<file path="config.mk">
export PLATFORM = sky130hd
export DESIGN_NAME = terrain_lod_patch_index_gen_flat
export DESIGN_NICKNAME = d
export VERILOG_FILES = /design/src/rtl/tlpi_pkg.sv /design/src/rtl/tlpi_if.sv /design/src/rtl/tlpi_front.sv /design/src/rtl/tlpi_queue.sv /design/src/rtl/tlpi_back.sv /design/src/rtl/terrain_lod_patch_index_gen.sv /design/src/flat_wrapper.sv
export SDC_FILE = /design/constraint.sdc
export NUM_CORES = 1
export LEC_CHECK = 0
export BUFFER_PORTS_ARGS = -buffer_cell sky130_fd_sc_hd__buf_4
export CAP_MARGIN = 20
export CORE_MARGIN = 2
export CORE_UTILIZATION = 57
export CTS_BUF_LIST = sky130_fd_sc_hd__clkbuf_8
export DETAILED_ROUTE_END_ITERATION = 7
export PLACE_DENSITY = 0.74
export SKIP_CTS_REPAIR_TIMING = 1
export SYNTH_ARGS = -nofsm -noshare
export SYNTH_HDL_FRONTEND = slang
export SYNTH_SLANG_ARGS = --single-unit
</file>
<file path="constraint.sdc">
create_clock -name clk -period 17.3 [get_ports clk]
set_clock_uncertainty 0.2 [all_clocks]
set_input_delay 0.865 -clock clk [delete_from_list [all_inputs] [get_ports clk]]
set_output_delay 0.865 -clock clk [all_outputs]
set_load 0.01 [all_outputs]
</file>
<file path="src/rtl/tlpi_pkg.sv">
`default_nettype none
// ----------------------------------------------------------------------------
// Terrain LOD patch index generator package
// Shared field widths, the queued cell descriptor and the vertex index helper.
// ----------------------------------------------------------------------------
package tlpi_pkg;

  localparam int VERT_W   = 13;
  localparam int LEVEL_W  = 3;
  localparam int MASK_W   = 4;
  localparam int CELL_W   = 6;
  localparam int CFG_W    = 3;
  localparam int LG_ARG_W = 4;

  localparam logic [CFG_W-1:0] CFG_RESET = 3'd4;

  typedef logic [VERT_W-1:0] vert_t;

  // Fan edges in emission order; also the back end's sequencing state.
  typedef enum logic [1:0] {
    EDGE_TOP    = 2'd0,
    EDGE_RIGHT  = 2'd1,
    EDGE_BOTTOM = 2'd2,
    EDGE_LEFT   = 2'd3
  } tlpi_edge_t;

  // Classified cell: all nine vertex indices the triangles may need.
  typedef struct packed {
    logic       bad;
    logic       lvl0;
    logic [3:0] split;
    vert_t      tl;
    vert_t      tr;
    vert_t      bl;
    vert_t      br;
    vert_t      cp;
    vert_t      mt;
    vert_t      mr;
    vert_t      mb;
    vert_t      ml;
  } tlpi_entry_t;

  typedef struct packed {
    logic full;
    logic empty;
  } tlpi_q_status_t;

  // Vertex index of unit row r and unit column c on a side of 2^lg + 1 vertices.
  // Indices are kept modulo 2^VERT_W.
  function automatic vert_t vidx(input vert_t r, input vert_t c,
                                 input logic [LG_ARG_W-1:0] lg);
    vidx = (r << lg) + r + c;
  endfunction

endpackage
`default_nettype wire

</file>
<file path="src/rtl/tlpi_if.sv">
`default_nettype none
// ----------------------------------------------------------------------------
// Terrain LOD patch index generator channels
// Valid/ready channels for patch cells in and triangles out.
// ----------------------------------------------------------------------------
interface tlpi_in_if;
  import tlpi_pkg::*;

  logic               valid;
  logic               ready;
  logic [LEVEL_W-1:0] level;
  logic [MASK_W-1:0]  edge_mask;
  logic [CELL_W-1:0]  cell_row;
  logic [CELL_W-1:0]  cell_col;

  modport source (output valid, level, edge_mask, cell_row, cell_col, input ready);
  modport sink   (input valid, level, edge_mask, cell_row, cell_col, output ready);
endinterface

interface tlpi_out_if;
  import tlpi_pkg::*;

  logic              valid;
  logic              ready;
  logic [VERT_W-1:0] vert_a;
  logic [VERT_W-1:0] vert_b;
  logic [VERT_W-1:0] vert_c;
  logic              bad_request;
  logic              last_tri;

  modport source (output valid, vert_a, vert_b, vert_c, bad_request, last_tri,
                  input ready);
  modport sink   (input valid, vert_a, vert_b, vert_c, bad_request, last_tri,
                  output ready);
endinterface
`default_nettype wire

</file>
<file path="src/rtl/tlpi_front.sv">
`default_nettype none
// ----------------------------------------------------------------------------
// Terrain LOD patch index generator front end
// Holds the patch size register, checks each cell and computes its vertices.
// ----------------------------------------------------------------------------
module tlpi_front #(
  parameter int MAX_CELLS_LOG2 = 6
) (
  input  wire logic                      clk,
  input  wire logic                      rst_n,
  input  wire logic                      cfg_we,
  input  wire logic [tlpi_pkg::CFG_W-1:0] cfg_data,
  tlpi_in_if.sink                        in_ch,
  input  wire tlpi_pkg::tlpi_q_status_t  q_status,
  output logic                           push,
  output tlpi_pkg::tlpi_entry_t          push_entry
);
  import tlpi_pkg::*;

  localparam int LG_W    = $clog2(MAX_CELLS_LOG2 + 1);
  localparam int CMP_W   = (MAX_CELLS_LOG2 + 1 > CELL_W) ? MAX_CELLS_LOG2 + 1 : CELL_W;
  localparam int LCMP_W  = (LG_W > LEVEL_W) ? LG_W : LEVEL_W;

  logic [CFG_W-1:0] cfg_r;
  logic [LG_W-1:0]  lg_eff;
  logic [CMP_W-1:0] cells, lim, r_ext, c_ext;
  logic             bad;
  logic [LG_ARG_W-1:0] lg_arg;
  vert_t            d, h, rt, rm, rb, cl, cm, cr;

  always_ff @(posedge clk) begin
    if (!rst_n) begin
      cfg_r <= CFG_RESET;
    end else if (cfg_we) begin
      cfg_r <= cfg_data;
    end
  end

  always_comb begin
    if (int'(cfg_r) > MAX_CELLS_LOG2) begin
      lg_eff = LG_W'(MAX_CELLS_LOG2);
    end else begin
      lg_eff = LG_W'(cfg_r);
    end
  end

  assign lg_arg = LG_ARG_W'(lg_eff);
  assign cells  = CMP_W'(1) << lg_eff;
  assign lim    = cells >> in_ch.level;
  assign r_ext  = CMP_W'(in_ch.cell_row);
  assign c_ext  = CMP_W'(in_ch.cell_col);
  assign bad    = (LCMP_W'(in_ch.level) > LCMP_W'(lg_eff)) || (r_ext >= lim) ||
                  (c_ext >= lim);

  // Unit-grid rows and columns of the cell's corners and midpoints.
  assign d  = VERT_W'(1) << in_ch.level;
  assign h  = d >> 1;
  assign rt = VERT_W'(in_ch.cell_row) << in_ch.level;
  assign cl = VERT_W'(in_ch.cell_col) << in_ch.level;
  assign rm = rt + h;
  assign rb = rt + d;
  assign cm = cl + h;
  assign cr = cl + d;

  always_comb begin
    push_entry.bad   = bad;
    push_entry.lvl0  = (in_ch.level == '0);
    push_entry.tl    = vidx(rt, cl, lg_arg);
    push_entry.tr    = vidx(rt, cr, lg_arg);
    push_entry.bl    = vidx(rb, cl, lg_arg);
    push_entry.br    = vidx(rb, cr, lg_arg);
    push_entry.cp    = vidx(rm, cm, lg_arg);
    push_entry.mt    = vidx(rt, cm, lg_arg);
    push_entry.mr    = vidx(rm, cr, lg_arg);
    push_entry.mb    = vidx(rb, cm, lg_arg);
    push_entry.ml    = vidx(rm, cl, lg_arg);
    push_entry.split = '0;
    if (in_ch.level != '0) begin
      push_entry.split[0] = in_ch.edge_mask[0] && (r_ext == '0);
      push_entry.split[1] = in_ch.edge_mask[1] && (c_ext == lim - CMP_W'(1));
      push_entry.split[2] = in_ch.edge_mask[2] && (r_ext == lim - CMP_W'(1));
      push_entry.split[3] = in_ch.edge_mask[3] && (c_ext == '0);
    end
  end

  assign in_ch.ready = !q_status.full;
  assign push        = in_ch.valid && in_ch.ready;

endmodule
`default_nettype wire

</file>
<file path="src/rtl/tlpi_queue.sv">
`default_nettype none
// ----------------------------------------------------------------------------
// Terrain LOD patch index generator cell queue
// Two-entry queue of classified cells between the front and back ends.
// ----------------------------------------------------------------------------
module tlpi_queue (
  input  wire logic                     clk,
  input  wire logic                     rst_n,
  input  wire logic                     push,
  input  wire tlpi_pkg::tlpi_entry_t    push_entry,
  input  wire logic                     pop,
  output tlpi_pkg::tlpi_entry_t         head,
  output tlpi_pkg::tlpi_q_status_t      status
);
  import tlpi_pkg::*;

  tlpi_entry_t slot_r [2];
  logic        wr_ptr_r, rd_ptr_r;
  logic [1:0]  count_r;

  always_ff @(posedge clk) begin
    if (push) begin
      slot_r[wr_ptr_r] <= push_entry;
    end
  end

  always_ff @(posedge clk) begin
    if (!rst_n) begin
      wr_ptr_r <= 1'b0;
      rd_ptr_r <= 1'b0;
      count_r  <= 2'd0;
    end else begin
      if (push) begin
        wr_ptr_r <= !wr_ptr_r;
      end
      if (pop) begin
        rd_ptr_r <= !rd_ptr_r;
      end
      case ({push, pop})
        2'b10:   count_r <= count_r + 2'd1;
        2'b01:   count_r <= count_r - 2'd1;
        default: count_r <= count_r;
      endcase
    end
  end

  assign head         = slot_r[rd_ptr_r];
  assign status.full  = (count_r == 2'd2);
  assign status.empty = (count_r == 2'd0);

`ifndef NO_ASSERTIONS
  a_count_bound: assert property (@(posedge clk) disable iff (!rst_n)
    count_r <= 2'd2)
    else $error("cell queue count beyond depth");

  a_no_pop_empty: assert property (@(posedge clk) disable iff (!rst_n)
    pop |-> !status.empty)
    else $error("cell queue popped while empty");
`endif

endmodule
`default_nettype wire

</file>
<file path="src/rtl/tlpi_back.sv">
`default_nettype none
// ----------------------------------------------------------------------------
// Terrain LOD patch index generator back end
// Walks the queued cell edge by edge and emits one triangle per cycle while out_ch is ready.
// ----------------------------------------------------------------------------
module tlpi_back (
  input  wire logic                     clk,
  input  wire logic                     rst_n,
  input  wire tlpi_pkg::tlpi_entry_t    head,
  input  wire tlpi_pkg::tlpi_q_status_t q_status,
  output logic                          pop,
  tlpi_out_if.source                    out_ch
);
  import tlpi_pkg::*;

  tlpi_edge_t edge_r, edge_nxt;
  logic       half_r, half_nxt;
  logic       load, last;
  vert_t      va, vb, vc, e_start, e_end, e_mid;
  logic       e_split;

  logic       out_valid_r;
  vert_t      va_r, vb_r, vc_r;
  logic       bad_r, last_r;

  assign load = !q_status.empty && (!out_valid_r || out_ch.ready);
  assign pop  = load && last;

  // Next edge and half.
  always_comb begin
    edge_nxt = edge_r;
    half_nxt = half_r;
    if (load) begin
      if (last) begin
        edge_nxt = EDGE_TOP;
        half_nxt = 1'b0;
      end else if (e_split && !half_r) begin
        half_nxt = 1'b1;
      end else begin
        half_nxt = 1'b0;
        case (edge_r)
          EDGE_TOP:    edge_nxt = EDGE_RIGHT;
          EDGE_RIGHT:  edge_nxt = EDGE_BOTTOM;
          EDGE_BOTTOM: edge_nxt = EDGE_LEFT;
          default:     edge_nxt = EDGE_TOP;
        endcase
      end
    end
  end

  // Triangle for the current edge and half.
  always_comb begin
    case (edge_r)
      EDGE_TOP: begin
        e_start = head.tl; e_end = head.tr; e_mid = head.mt; e_split = head.split[0];
      end
      EDGE_RIGHT: begin
        e_start = head.tr; e_end = head.br; e_mid = head.mr; e_split = head.split[1];
      end
      EDGE_BOTTOM: begin
        e_start = head.br; e_end = head.bl; e_mid = head.mb; e_split = head.split[2];
      end
      default: begin
        e_start = head.bl; e_end = head.tl; e_mid = head.ml; e_split = head.split[3];
      end
    endcase

    if (head.bad) begin
      va = '0; vb = '0; vc = '0;
      last = 1'b1;
    end else if (head.lvl0) begin
      // A unit cell is two triangles sharing the bottom-left to top-right diagonal.
      if (edge_r == EDGE_TOP) begin
        va = head.tl; vb = head.tr; vc = head.bl;
      end else begin
        va = head.bl; vb = head.tr; vc = head.br;
      end
      last = (edge_r == EDGE_RIGHT);
    end else begin
      va = head.cp;
      if (!e_split) begin
        vb = e_start; vc = e_end;
      end else if (!half_r) begin
        vb = e_start; vc = e_mid;
      end else begin
        vb = e_mid; vc = e_end;
      end
      last = (edge_r == EDGE_LEFT) && (!e_split || half_r);
    end
  end

  always_ff @(posedge clk) begin
    if (!rst_n) begin
      edge_r      <= EDGE_TOP;
      half_r      <= 1'b0;
      out_valid_r <= 1'b0;
    end else begin
      edge_r <= edge_nxt;
      half_r <= half_nxt;
      if (load) begin
        out_valid_r <= 1'b1;
      end else if (out_ch.ready) begin
        out_valid_r <= 1'b0;
      end
    end
  end

  always_ff @(posedge clk) begin
    if (load) begin
      va_r   <= va;
      vb_r   <= vb;
      vc_r   <= vc;
      bad_r  <= head.bad;
      last_r <= last;
    end
  end

  assign out_ch.valid       = out_valid_r;
  assign out_ch.vert_a      = va_r;
  assign out_ch.vert_b      = vb_r;
  assign out_ch.vert_c      = vc_r;
  assign out_ch.bad_request = bad_r;
  assign out_ch.last_tri    = last_r;

`ifndef NO_ASSERTIONS
  a_bad_is_last: assert property (@(posedge clk) disable iff (!rst_n)
    out_valid_r && bad_r |-> last_r && va_r == '0 && vb_r == '0 && vc_r == '0)
    else $error("bad request result is not a single zero triangle");

  a_idle_at_start: assert property (@(posedge clk) disable iff (!rst_n)
    pop |=> edge_r == EDGE_TOP && !half_r)
    else $error("sequencer did not restart after the last triangle");
`endif

endmodule
`default_nettype wire

</file>
<file path="src/rtl/terrain_lod_patch_index_gen.sv">
`default_nettype none
// ----------------------------------------------------------------------------
// Terrain LOD patch index generator
// Turns patch cells into vertex-index triangles with crack-free edge stitching.
// ----------------------------------------------------------------------------
// Usage:
//   in_ch carries one patch cell per transfer (level, edge_mask, cell_row,
//   cell_col). out_ch carries one triangle per transfer; last_tri marks the
//   final triangle of a cell, bad_request marks the single zero triangle given
//   for a level or cell outside the patch.
//   cfg_we/cfg_data write cells_log2 (patch side is 2^cells_log2 cells);
//   write it only while no cell is in flight.
//   Throughput is one triangle per cycle while out_ch is ready: a cell gives
//   the triangle sequencer 1 (bad), 2 (level 0) or 4 to 8 triangles (one per
//   fan edge, two on a stitched border edge).
//   A transferred cell is written into the cell queue; once the sequencer is
//   free, its first triangle is registered in the output register for out_ch.
//   A two-entry cell queue sits between classification and the sequencer, so
//   cells keep being accepted while triangles wait at the output register.
//   When the receiver stalls, the output holds and the queue fills; in_ch
//   ready drops only when the queue is full.
//   Reset empties the queue and output and sets cells_log2 to 4.
// ----------------------------------------------------------------------------
module terrain_lod_patch_index_gen #(
  parameter int MAX_CELLS_LOG2 = 6
) (
  input  wire logic                       clk,
  input  wire logic                       rst_n,
  input  wire logic                       cfg_we,
  input  wire logic [tlpi_pkg::CFG_W-1:0] cfg_data,
  tlpi_in_if.sink                         in_ch,
  tlpi_out_if.source                      out_ch
);
  import tlpi_pkg::*;

  tlpi_entry_t    push_entry, head;
  tlpi_q_status_t q_status;
  logic           push, pop;

  tlpi_front #(
    .MAX_CELLS_LOG2 (MAX_CELLS_LOG2)
  ) u_front (
    .clk        (clk),
    .rst_n      (rst_n),
    .cfg_we     (cfg_we),
    .cfg_data   (cfg_data),
    .in_ch      (in_ch),
    .q_status   (q_status),
    .push       (push),
    .push_entry (push_entry)
  );

  tlpi_queue u_queue (
    .clk        (clk),
    .rst_n      (rst_n),
    .push       (push),
    .push_entry (push_entry),
    .pop        (pop),
    .head       (head),
    .status     (q_status)
  );

  tlpi_back u_back (
    .clk      (clk),
    .rst_n    (rst_n),
    .head     (head),
    .q_status (q_status),
    .pop      (pop),
    .out_ch   (out_ch)
  );

endmodule
`default_nettype wire

</file>
<file path="src/flat_wrapper.sv">
// flat-port wrapper written by rule: the top's interface ports become plain ports
module terrain_lod_patch_index_gen_flat import tlpi_pkg::*;
#(
  parameter int MAX_CELLS_LOG2 = 6
)
  (clk, rst_n, cfg_we, cfg_data, in_ch_valid, in_ch_level, in_ch_edge_mask, in_ch_cell_row, in_ch_cell_col, in_ch_ready, out_ch_valid, out_ch_vert_a, out_ch_vert_b, out_ch_vert_c, out_ch_bad_request, out_ch_last_tri, out_ch_ready);
  tlpi_in_if in_ch_i ();
  tlpi_out_if out_ch_i ();
  input  wire logic clk;
  input  wire logic rst_n;
  input  wire logic cfg_we;
  input  wire logic [tlpi_pkg::CFG_W-1:0] cfg_data;
  input wire logic [$bits(in_ch_i.valid)-1:0] in_ch_valid;
  input wire logic [$bits(in_ch_i.level)-1:0] in_ch_level;
  input wire logic [$bits(in_ch_i.edge_mask)-1:0] in_ch_edge_mask;
  input wire logic [$bits(in_ch_i.cell_row)-1:0] in_ch_cell_row;
  input wire logic [$bits(in_ch_i.cell_col)-1:0] in_ch_cell_col;
  output wire logic [$bits(in_ch_i.ready)-1:0] in_ch_ready;
  output wire logic [$bits(out_ch_i.valid)-1:0] out_ch_valid;
  output wire logic [$bits(out_ch_i.vert_a)-1:0] out_ch_vert_a;
  output wire logic [$bits(out_ch_i.vert_b)-1:0] out_ch_vert_b;
  output wire logic [$bits(out_ch_i.vert_c)-1:0] out_ch_vert_c;
  output wire logic [$bits(out_ch_i.bad_request)-1:0] out_ch_bad_request;
  output wire logic [$bits(out_ch_i.last_tri)-1:0] out_ch_last_tri;
  input wire logic [$bits(out_ch_i.ready)-1:0] out_ch_ready;
  assign in_ch_i.valid = in_ch_valid;
  assign in_ch_i.level = in_ch_level;
  assign in_ch_i.edge_mask = in_ch_edge_mask;
  assign in_ch_i.cell_row = in_ch_cell_row;
  assign in_ch_i.cell_col = in_ch_cell_col;
  assign in_ch_ready = in_ch_i.ready;
  assign out_ch_valid = out_ch_i.valid;
  assign out_ch_vert_a = out_ch_i.vert_a;
  assign out_ch_vert_b = out_ch_i.vert_b;
  assign out_ch_vert_c = out_ch_i.vert_c;
  assign out_ch_bad_request = out_ch_i.bad_request;
  assign out_ch_last_tri = out_ch_i.last_tri;
  assign out_ch_i.ready = out_ch_ready;
  terrain_lod_patch_index_gen #(.MAX_CELLS_LOG2(MAX_CELLS_LOG2)) u_core (.clk(clk), .rst_n(rst_n), .cfg_we(cfg_we), .cfg_data(cfg_data), .in_ch(in_ch_i), .out_ch(out_ch_i));
endmodule
</file>
==> impl_results.md, run 1 <==
* Status: completed
* Capture point of the worst path: u_core.u_queue.slot_r[1][25]
* Insertion delay of the later-clocked pin in the worst-skew pair at 0.61 ns
* Number of vias after detailed routing at 17.7k
* Die ar. at 40400 um2
* Launching element type of the critical path: primary input
* # nets final at 2450
* Cell family contributing the most delay on the critical path: compound AO/OA/AOI/OAI gates
* Remaining number of nets flagged by the antenna check after routing at 0
* Critical Setup Path Class: primary input to register
* Number of instances in the synthesized netlist at 2181
* Antenna violations before repair at 0
* TritonCTS buffer count at 48
* H-tree lvl count at 2
* Delay of the slowest cell on the worst path at 0.79 ns
* Final critical delay including setup and external delays at 7.39 ns
* # DRC at 0
* Least-Margin Pin Slew at 1.07 ns
* Power Density at 148 nW/um2
* Leakage power at 9.50 nW
* Number of detailed-routing iterations run before antenna repair at 6
* Root Buffer: sky130_fd_sc_hd__clkbuf_8
* Total clock sinks at 299
* Maximum fanout along the worst path at 43
* Fmax at 0.135 GHz
* Worst slew slack as a fraction of its limit at 26.7%
* Detail-routed via count per cell at 6.35
* Starting density of the core at 57.5%
* Largest net degree at the start of global routing at 68
* Routability Congestion at 0.949
* Final worst path period share at 42.7%
* Crit path buffers/inverters at 1
* Flip-flop cell with the highest count after synthesis: sky130_fd_sc_hd__edfxtp_1
* Ant diodes at 0
* CTS tree: done
* Total gr overflow at 0
* Post-Route Setup TNS at 0 ns
* Wire length of the first global-routing pass at 95700 um
* VDD IR-drop max at 0.0803 mV
* Max-cap violations at 0
* WP depth at 27
* Total of warnings raised by yosys at 0
* Core occupancy in the finished layout at 62.1%
* Violation count after the first detailed-routing iteration at 1957
* Area added between synthesis and finish at 8.10%
* Io pins at 70
* Worst min-delay path category: primary input to register
* Horizontal die dimension at 201 um
* Critical-path top delay cell: sky130_fd_sc_hd__or2_0
* Worst Setup End Kind: register
* Reg2Reg Launch Point: u_core.u_front.cfg_r[0]
* Number of rows created at floorplan at 72
* Synth Register Bits at 299
* Final hold violations at 0
* Number of enable flip-flop cells after synthesis at 287
* Synth unique cells at 90
* Post-DR wirelength/cell at 22.4 um
* Chip Height at 201 um
* Fraction of layout instances using a drive strength above 1 at 9.95%
* Post-synthesis sequential area ratio at 40.1%
* Finish-stage setup viols at 0
* Net Count, Synth at 2409
* Worst-case reg-to-reg path depth at 18
* Cell Area, Synth at 22100 um2
* Post-DP HPWL at 46000 um
* RSZ-0062 raised after global routing: no
* Number of global-route vias before repair at 17.2k
* Total Wirelength at 62300 um
* Worst Path Arrival at 7.51 ns
* Average cell area after synthesis at 10.1 um2
* Capturing point of the worst reg2reg path: u_core.u_queue.slot_r[1][51]
* Core footprint at 38500 um2
* Fraction of registers with async set or reset after synthesis at 0%
* Reg2Reg Setup Slack at 10.50 ns
* Number of buffers inserted by port buffering at 69
* Worst EP required at 17.42 ns
* Final Max Slew Viols at 0
* Clock slew seen by the registers of the worst setup and hold paths at 0.05 ns
* Total track usage at 30.5%
* Worst Setup SP: in_ch_level[2]
* Maximum root-to-sink buffer count at 3
==> worst register-to-register path: cells and delay by family, from the launching register on <==
family | cells | cell delay, ns
multiplexers | 1 | 0.55
AO/OA/AOI/OAI | 9 | 2.90
flip-flops | 1 | 0.30
adder cells (fa/ha/maj) | 2 | 0.82
AND/OR/NAND/NOR | 3 | 0.56
XOR/XNOR | 2 | 0.33
buffers and inverters | 1 | 0.87
==> stage by stage <==
stage	hold slack [ns]	setup slack, ns	power, W	area (um2)	cells
floorplan	0.291	10.31	0.00245	22100	2181
global placement	0.310	9.71	0.00292	23000	2690
detailed placement	0.336	9.48	0.00297	23000	2690
CTS	0.251	10.08	0.00351	23900	2779
global route	0.286	9.44	0.00373	23900	2779
finish	0.280	9.91	0.00353	23900	2779
==> synth_stat cells (8+ instances only) <==
| library cell | n | area share, % |
|---|---|---|
| sky130_fd_sc_hd__edfxtp_1 | 287 | 39 |
| sky130_fd_sc_hd__nor2_1 | 237 | 4.0 |
| sky130_fd_sc_hd__ha_1 | 190 | 11 |
| sky130_fd_sc_hd__nand2_1 | 138 | 2.3 |
| sky130_fd_sc_hd__xnor2_1 | 138 | 5.5 |
| sky130_fd_sc_hd__a21oi_1 | 136 | 3.1 |
| sky130_fd_sc_hd__inv_1 | 113 | 1.9 |
| sky130_fd_sc_hd__mux2i_1 | 99 | 4.5 |
| sky130_fd_sc_hd__o21ai_0 | 87 | 2.0 |
| sky130_fd_sc_hd__nor3_1 | 85 | 1.9 |
| sky130_fd_sc_hd__clkbuf_1 | 54 | 0.92 |
| sky130_fd_sc_hd__o22ai_1 | 42 | 1.2 |
| sky130_fd_sc_hd__a211oi_1 | 37 | 1.3 |
| sky130_fd_sc_hd__xor2_1 | 36 | 1.4 |
| sky130_fd_sc_hd__nor2b_1 | 34 | 0.96 |
| sky130_fd_sc_hd__buf_1 | 29 | 0.49 |
| sky130_fd_sc_hd__a222oi_1 | 28 | 1.3 |
| sky130_fd_sc_hd__o21bai_1 | 27 | 0.92 |
| sky130_fd_sc_hd__a21o_1 | 25 | 0.85 |
| sky130_fd_sc_hd__o21a_1 | 22 | 0.75 |
| sky130_fd_sc_hd__nand3_1 | 21 | 0.48 |
| sky130_fd_sc_hd__nand2b_1 | 20 | 0.57 |
| sky130_fd_sc_hd__a211o_1 | 19 | 0.75 |
| sky130_fd_sc_hd__mux4_2 | 19 | 1.9 |
| sky130_fd_sc_hd__mux2_2 | 17 | 0.87 |
| sky130_fd_sc_hd__and2_1 | 14 | 0.40 |
| sky130_fd_sc_hd__and3_1 | 13 | 0.37 |
| sky130_fd_sc_hd__o311a_1 | 13 | 0.59 |
| sky130_fd_sc_hd__o311ai_0 | 13 | 0.52 |
| sky130_fd_sc_hd__dfxtp_1 | 12 | 1.1 |
| sky130_fd_sc_hd__fa_1 | 11 | 1.0 |
| sky130_fd_sc_hd__o41ai_1 | 11 | 0.44 |
| sky130_fd_sc_hd__a21boi_0 | 10 | 0.34 |
| sky130_fd_sc_hd__buf_2 | 10 | 0.23 |
| sky130_fd_sc_hd__a31oi_1 | 8 | 0.23 |
==> cells by family after synthesis <==
family                     after synthesis  synth area share [%]
buffers and inverters                  218                  3.93
AOI/OAI and AO/OA                      548                  17.1
DFF                                    299                  40.1
and+or+nand+nor                        598                  12.3
adders and majority gates              203                  11.8
xor gates and xnor gates               180                  7.47
muxes                                  135                  7.29
==> registers in the layout, indices dropped and copies added (netlist names), named ones only <==
register,flops
u_core.u_back.out_ch.valid,1
u_core.u_back.half_r,1
u_core.u_back.out_ch.vert_b,13
u_core.u_back.out_ch.last_tri,1
u_core.u_back.out_ch.vert_a,13
u_core.u_back.edge_r,2
u_core.u_queue.count_r,2
u_core.u_back.out_ch.bad_request,1
u_core.u_front.cfg_r,3
u_core.u_back.out_ch.vert_c,13
u_core.u_queue.rd_ptr_r,1
u_core.u_queue.wr_ptr_r,1
u_core.u_queue.slot_r,246
==> metal layers <==
layer / track usage (%) / routed length, um
met5: 0 / 0
met4: 13.4 / 2570
met3: 3.41 / 4430
met2: 49.9 / 28800
met1: 41.2 / 26500
==> area by class of cell <==
class	count	area (um2)
clock buffer	48	661
clock inverter	41	181
fill	3125	14600
inverter	118	443
multi-input combinational	1664	12400
sequential	299	8860
tap	518	648
timing repair buffer	91	683
==> cells in the final DEF, fill, tap and decap left out, drive strengths merged, types with 43 or more instances in the layout <==
master	Yosys	routed
inv	114	129
buf	46	91
nor3	86	86
nand2	138	138
xnor2	141	141
mux2i	99	99
nor2	238	238
clkbuf	54	48
edfxtp	287	287
a21oi	139	139
ha	190	190
o22ai	43	43
o21ai	91	91
==> how the worst min path moves through the flow <==
| stage | cells after the start | start | endpoint | slack [ns] |
|---|---|---|---|---|
| detailed placement | 2 | u_core.u_queue.count_r[1] | u_core.u_queue.count_r[1] | 0.34 |
| floorplan | 2 | u_core.u_queue.count_r[1] | u_core.u_queue.count_r[1] | 0.29 |
| global placement | 2 | u_core.u_queue.count_r[1] | u_core.u_queue.count_r[1] | 0.31 |
| CTS | 3 | cfg_data[2] | u_core.u_front.cfg_r[2] | 0.25 |
| finish | 3 | cfg_data[2] | u_core.u_front.cfg_r[2] | 0.28 |
| global route | 3 | cfg_data[2] | u_core.u_front.cfg_r[2] | 0.29 |
==> report_power, final <==
part | total, W | internal (W) | leakage (nW) | switching (W)
clock network | 0.000539 | 0.000261 | 0.475 | 0.000278
logic | 0.00173 | 0.000664 | 6.21 | 0.00107
registers | 0.00126 | 0.00117 | 2.81 | 0.0000902
Note: power is estimated with default switching activity, not from simulation.
==> inputs of run 2 (changes only) <==
clock period = 7.44 ns   (was 17.3 ns; I/O delays follow)
==> run 2 against run 1 <==
Power up 130%. Sequential power rose by 130%. Non-clock buffer count is 26 higher. Sequential cell count did not move. Cell count is 0.86% higher. Hold slack got worse by 0.24 ns. Highest routed layer unchanged.
==> impl_results.md, run 2 (synthesis gave the netlist of run 1 again) <==
* # DRC at 0
* Total gr overflow at 0
* Area added between synthesis and finish at 9.42%
* Total clock sinks at 299
* Power Density at 342 nW/um2
* Fraction of layout instances using a drive strength above 1 at 10.6%
* Startpoint of the most critical hold path: in_ch_cell_col[4]
* Post-Route Setup TNS at 0 ns
* Reg2Reg Setup Slack at 0.95 ns
* Clock slew seen by the registers of the worst setup and hold paths at 0.05 ns
* Register with the highest flop count: u_core.u_queue.slot_r
* Number of vias after detailed routing at 17.9k
* Violation count after the first detailed-routing iteration at 1621
* Number of global-route vias before repair at 17.2k
* RSZ-0062 raised after global routing: no
* Number of rows created at floorplan at 72
* Horizontal die dimension at 201 um
* Detail-routed via count per cell at 6.37
* Total Wirelength at 61900 um
* Final critical delay including setup and external delays at 6.49 ns
* Final hold slack at 0.0389 ns
* Placed cell count at 2700
* Launching element type of the critical path: register
* Antenna violations before repair at 0
* Finish-stage setup viols at 0
* Starting density of the core at 57.5%
* Chip Height at 201 um
* Reg2Reg Launch Point: u_core.u_front.cfg_r[0]
* Insertion delay of the later-clocked pin in the worst-skew pair at 0.64 ns
* Core footprint at 38500 um2
* Post-DR wirelength/cell at 22.1 um
* Worst EP required at 7.58 ns
* Final worst path period share at 87.2%
* Worst Setup End Kind: register
* Leading cell types in the layout, fill and taps excluded: sky130_fd_sc_hd__edfxtp_1 (287), sky130_fd_sc_hd__nor2_1 (235), sky130_fd_sc_hd__ha_1 (188)
* Leading cell type in the layout, fill and taps excluded: sky130_fd_sc_hd__edfxtp_1
* Max-cap violations at 0
* Post-DP HPWL at 45700 um
* CTS tree: done
* Final hold violations at 0
* Total track usage at 30.0%
* Status: completed
* Critical Setup Path Class: register to register
* Root Buffer: sky130_fd_sc_hd__clkbuf_8
* Maximum fanout along the worst path at 35
* Worst Path Arrival at 6.62 ns
* Cells on Worst Hold Path at 4
* Routability Congestion at 0.940
* Wire length of the first global-routing pass at 94300 um
* Worst-case reg-to-reg path depth at 17
* Max FFs per register at 246
* Number of detailed-routing iterations run before antenna repair at 6
* Worst min-delay path category: primary input to register
* Largest net degree at the start of global routing at 68
* # nets final at 2477
* Final cell count without fillers at 2803
* Ant diodes at 0
* H-tree lvl count at 2
* Leakage power at 9.65 nW
* Die ar. at 40400 um2
* Least-Margin Pin Slew at 1.05 ns
* Maximum root-to-sink buffer count at 3
* Number of buffers inserted by port buffering at 69
* TritonCTS buffer count at 49
* VDD IR-drop max at 0.174 mV
* Final Max Slew Viols at 0
* Remaining number of nets flagged by the antenna check after routing at 0
* Capturing point of the worst reg2reg path: u_core.u_queue.slot_r[0][51]
* Io pins at 70
* Worst slew slack as a fraction of its limit at 29.5%
* Fmax at 0.154 GHz
* Sink of the worst hold path: u_core.u_queue.slot_r[0][118]
[run 2: cell types whose count changed in the layout (fill, tap and decap cells not counted), sizes merged]
cell,change
inv,-2
buf,+11
bufinv,+1
dlygate4sd3,+15
clkinv,-3
clkbuf,+2
[run 2: per-layer routing]
metal	routed length, um	GRT usage [%]	share of wire [%]
met4	2310	12.8	3.7
met1	25700	39.5	41
met5	0	0	0
met2	29000	49.5	47
met3	4900	4.68	7.9
[run 2: worst max path at each step]
stage	from	endpoint	slack, ns	cells past startpoint
floorplan	u_core.u_queue.count_r[0]	u_core.u_queue.slot_r[0][0]	0.80	3
global placement	in_ch_level[1]	u_core.u_queue.slot_r[0][38]	0.76	30
detailed placement	in_ch_level[0]	u_core.u_queue.slot_r[0][64]	0.63	27
CTS	u_core.u_front.cfg_r[0]	u_core.u_queue.slot_r[0][51]	1.12	17
global route	u_core.u_front.cfg_r[0]	u_core.u_queue.slot_r[0][38]	0.60	24
finish	u_core.u_front.cfg_r[0]	u_core.u_queue.slot_r[0][51]	0.95	17
[run 2: area by class of cell]
cell class	count	area [um2]
fillers	3116	14300
clock inverters	37	199
well taps	518	648
flip-flops and latches	299	8860
repair buffers	117	928
inverters	118	443
multi-input cells	1664	12400
clock buffers	50	688
[run 2: through the flow]
stage	area (um2)	util [%]	power (W)	setup WS, ns
after detailed placement	23100	60.1	0.00687	0.631
final	24200	62.9	0.00827	0.954
after floorplan	22100	-	0.00570	0.796
after CTS	24000	62.4	0.00819	1.12
after global placement	23100	60.1	0.00675	0.761
after global routing	24200	62.9	0.00873	0.603
[run 2: power by group]
group	internal [W]	switching, W
combinational	0.00157	0.00247
sequential	0.00272	0.000187
clock	0.000664	0.000656
[run 2: critical path: stages (launching register included)]
cell                       delay, ns
sky130_fd_sc_hd__dfxtp_1        0.31
sky130_fd_sc_hd__a21bo_2        0.74
sky130_fd_sc_hd__clkinv_1       0.82
sky130_fd_sc_hd__nand2_1        0.30
sky130_fd_sc_hd__a32oi_1        0.14
sky130_fd_sc_hd__o32ai_1        0.26
sky130_fd_sc_hd__xnor2_1        0.14
sky130_fd_sc_hd__xnor2_1        0.64
sky130_fd_sc_hd__ha_1           0.40
sky130_fd_sc_hd__o21ai_0        0.20
sky130_fd_sc_hd__a21boi_0       0.21
sky130_fd_sc_hd__o21ai_0        0.31
sky130_fd_sc_hd__a21boi_0       0.18
sky130_fd_sc_hd__o21ai_0        0.36
sky130_fd_sc_hd__a21oi_1        0.14
sky130_fd_sc_hd__o41ai_1        0.50
sky130_fd_sc_hd__xnor2_1        0.15
sky130_fd_sc_hd__xnor2_1        0.17
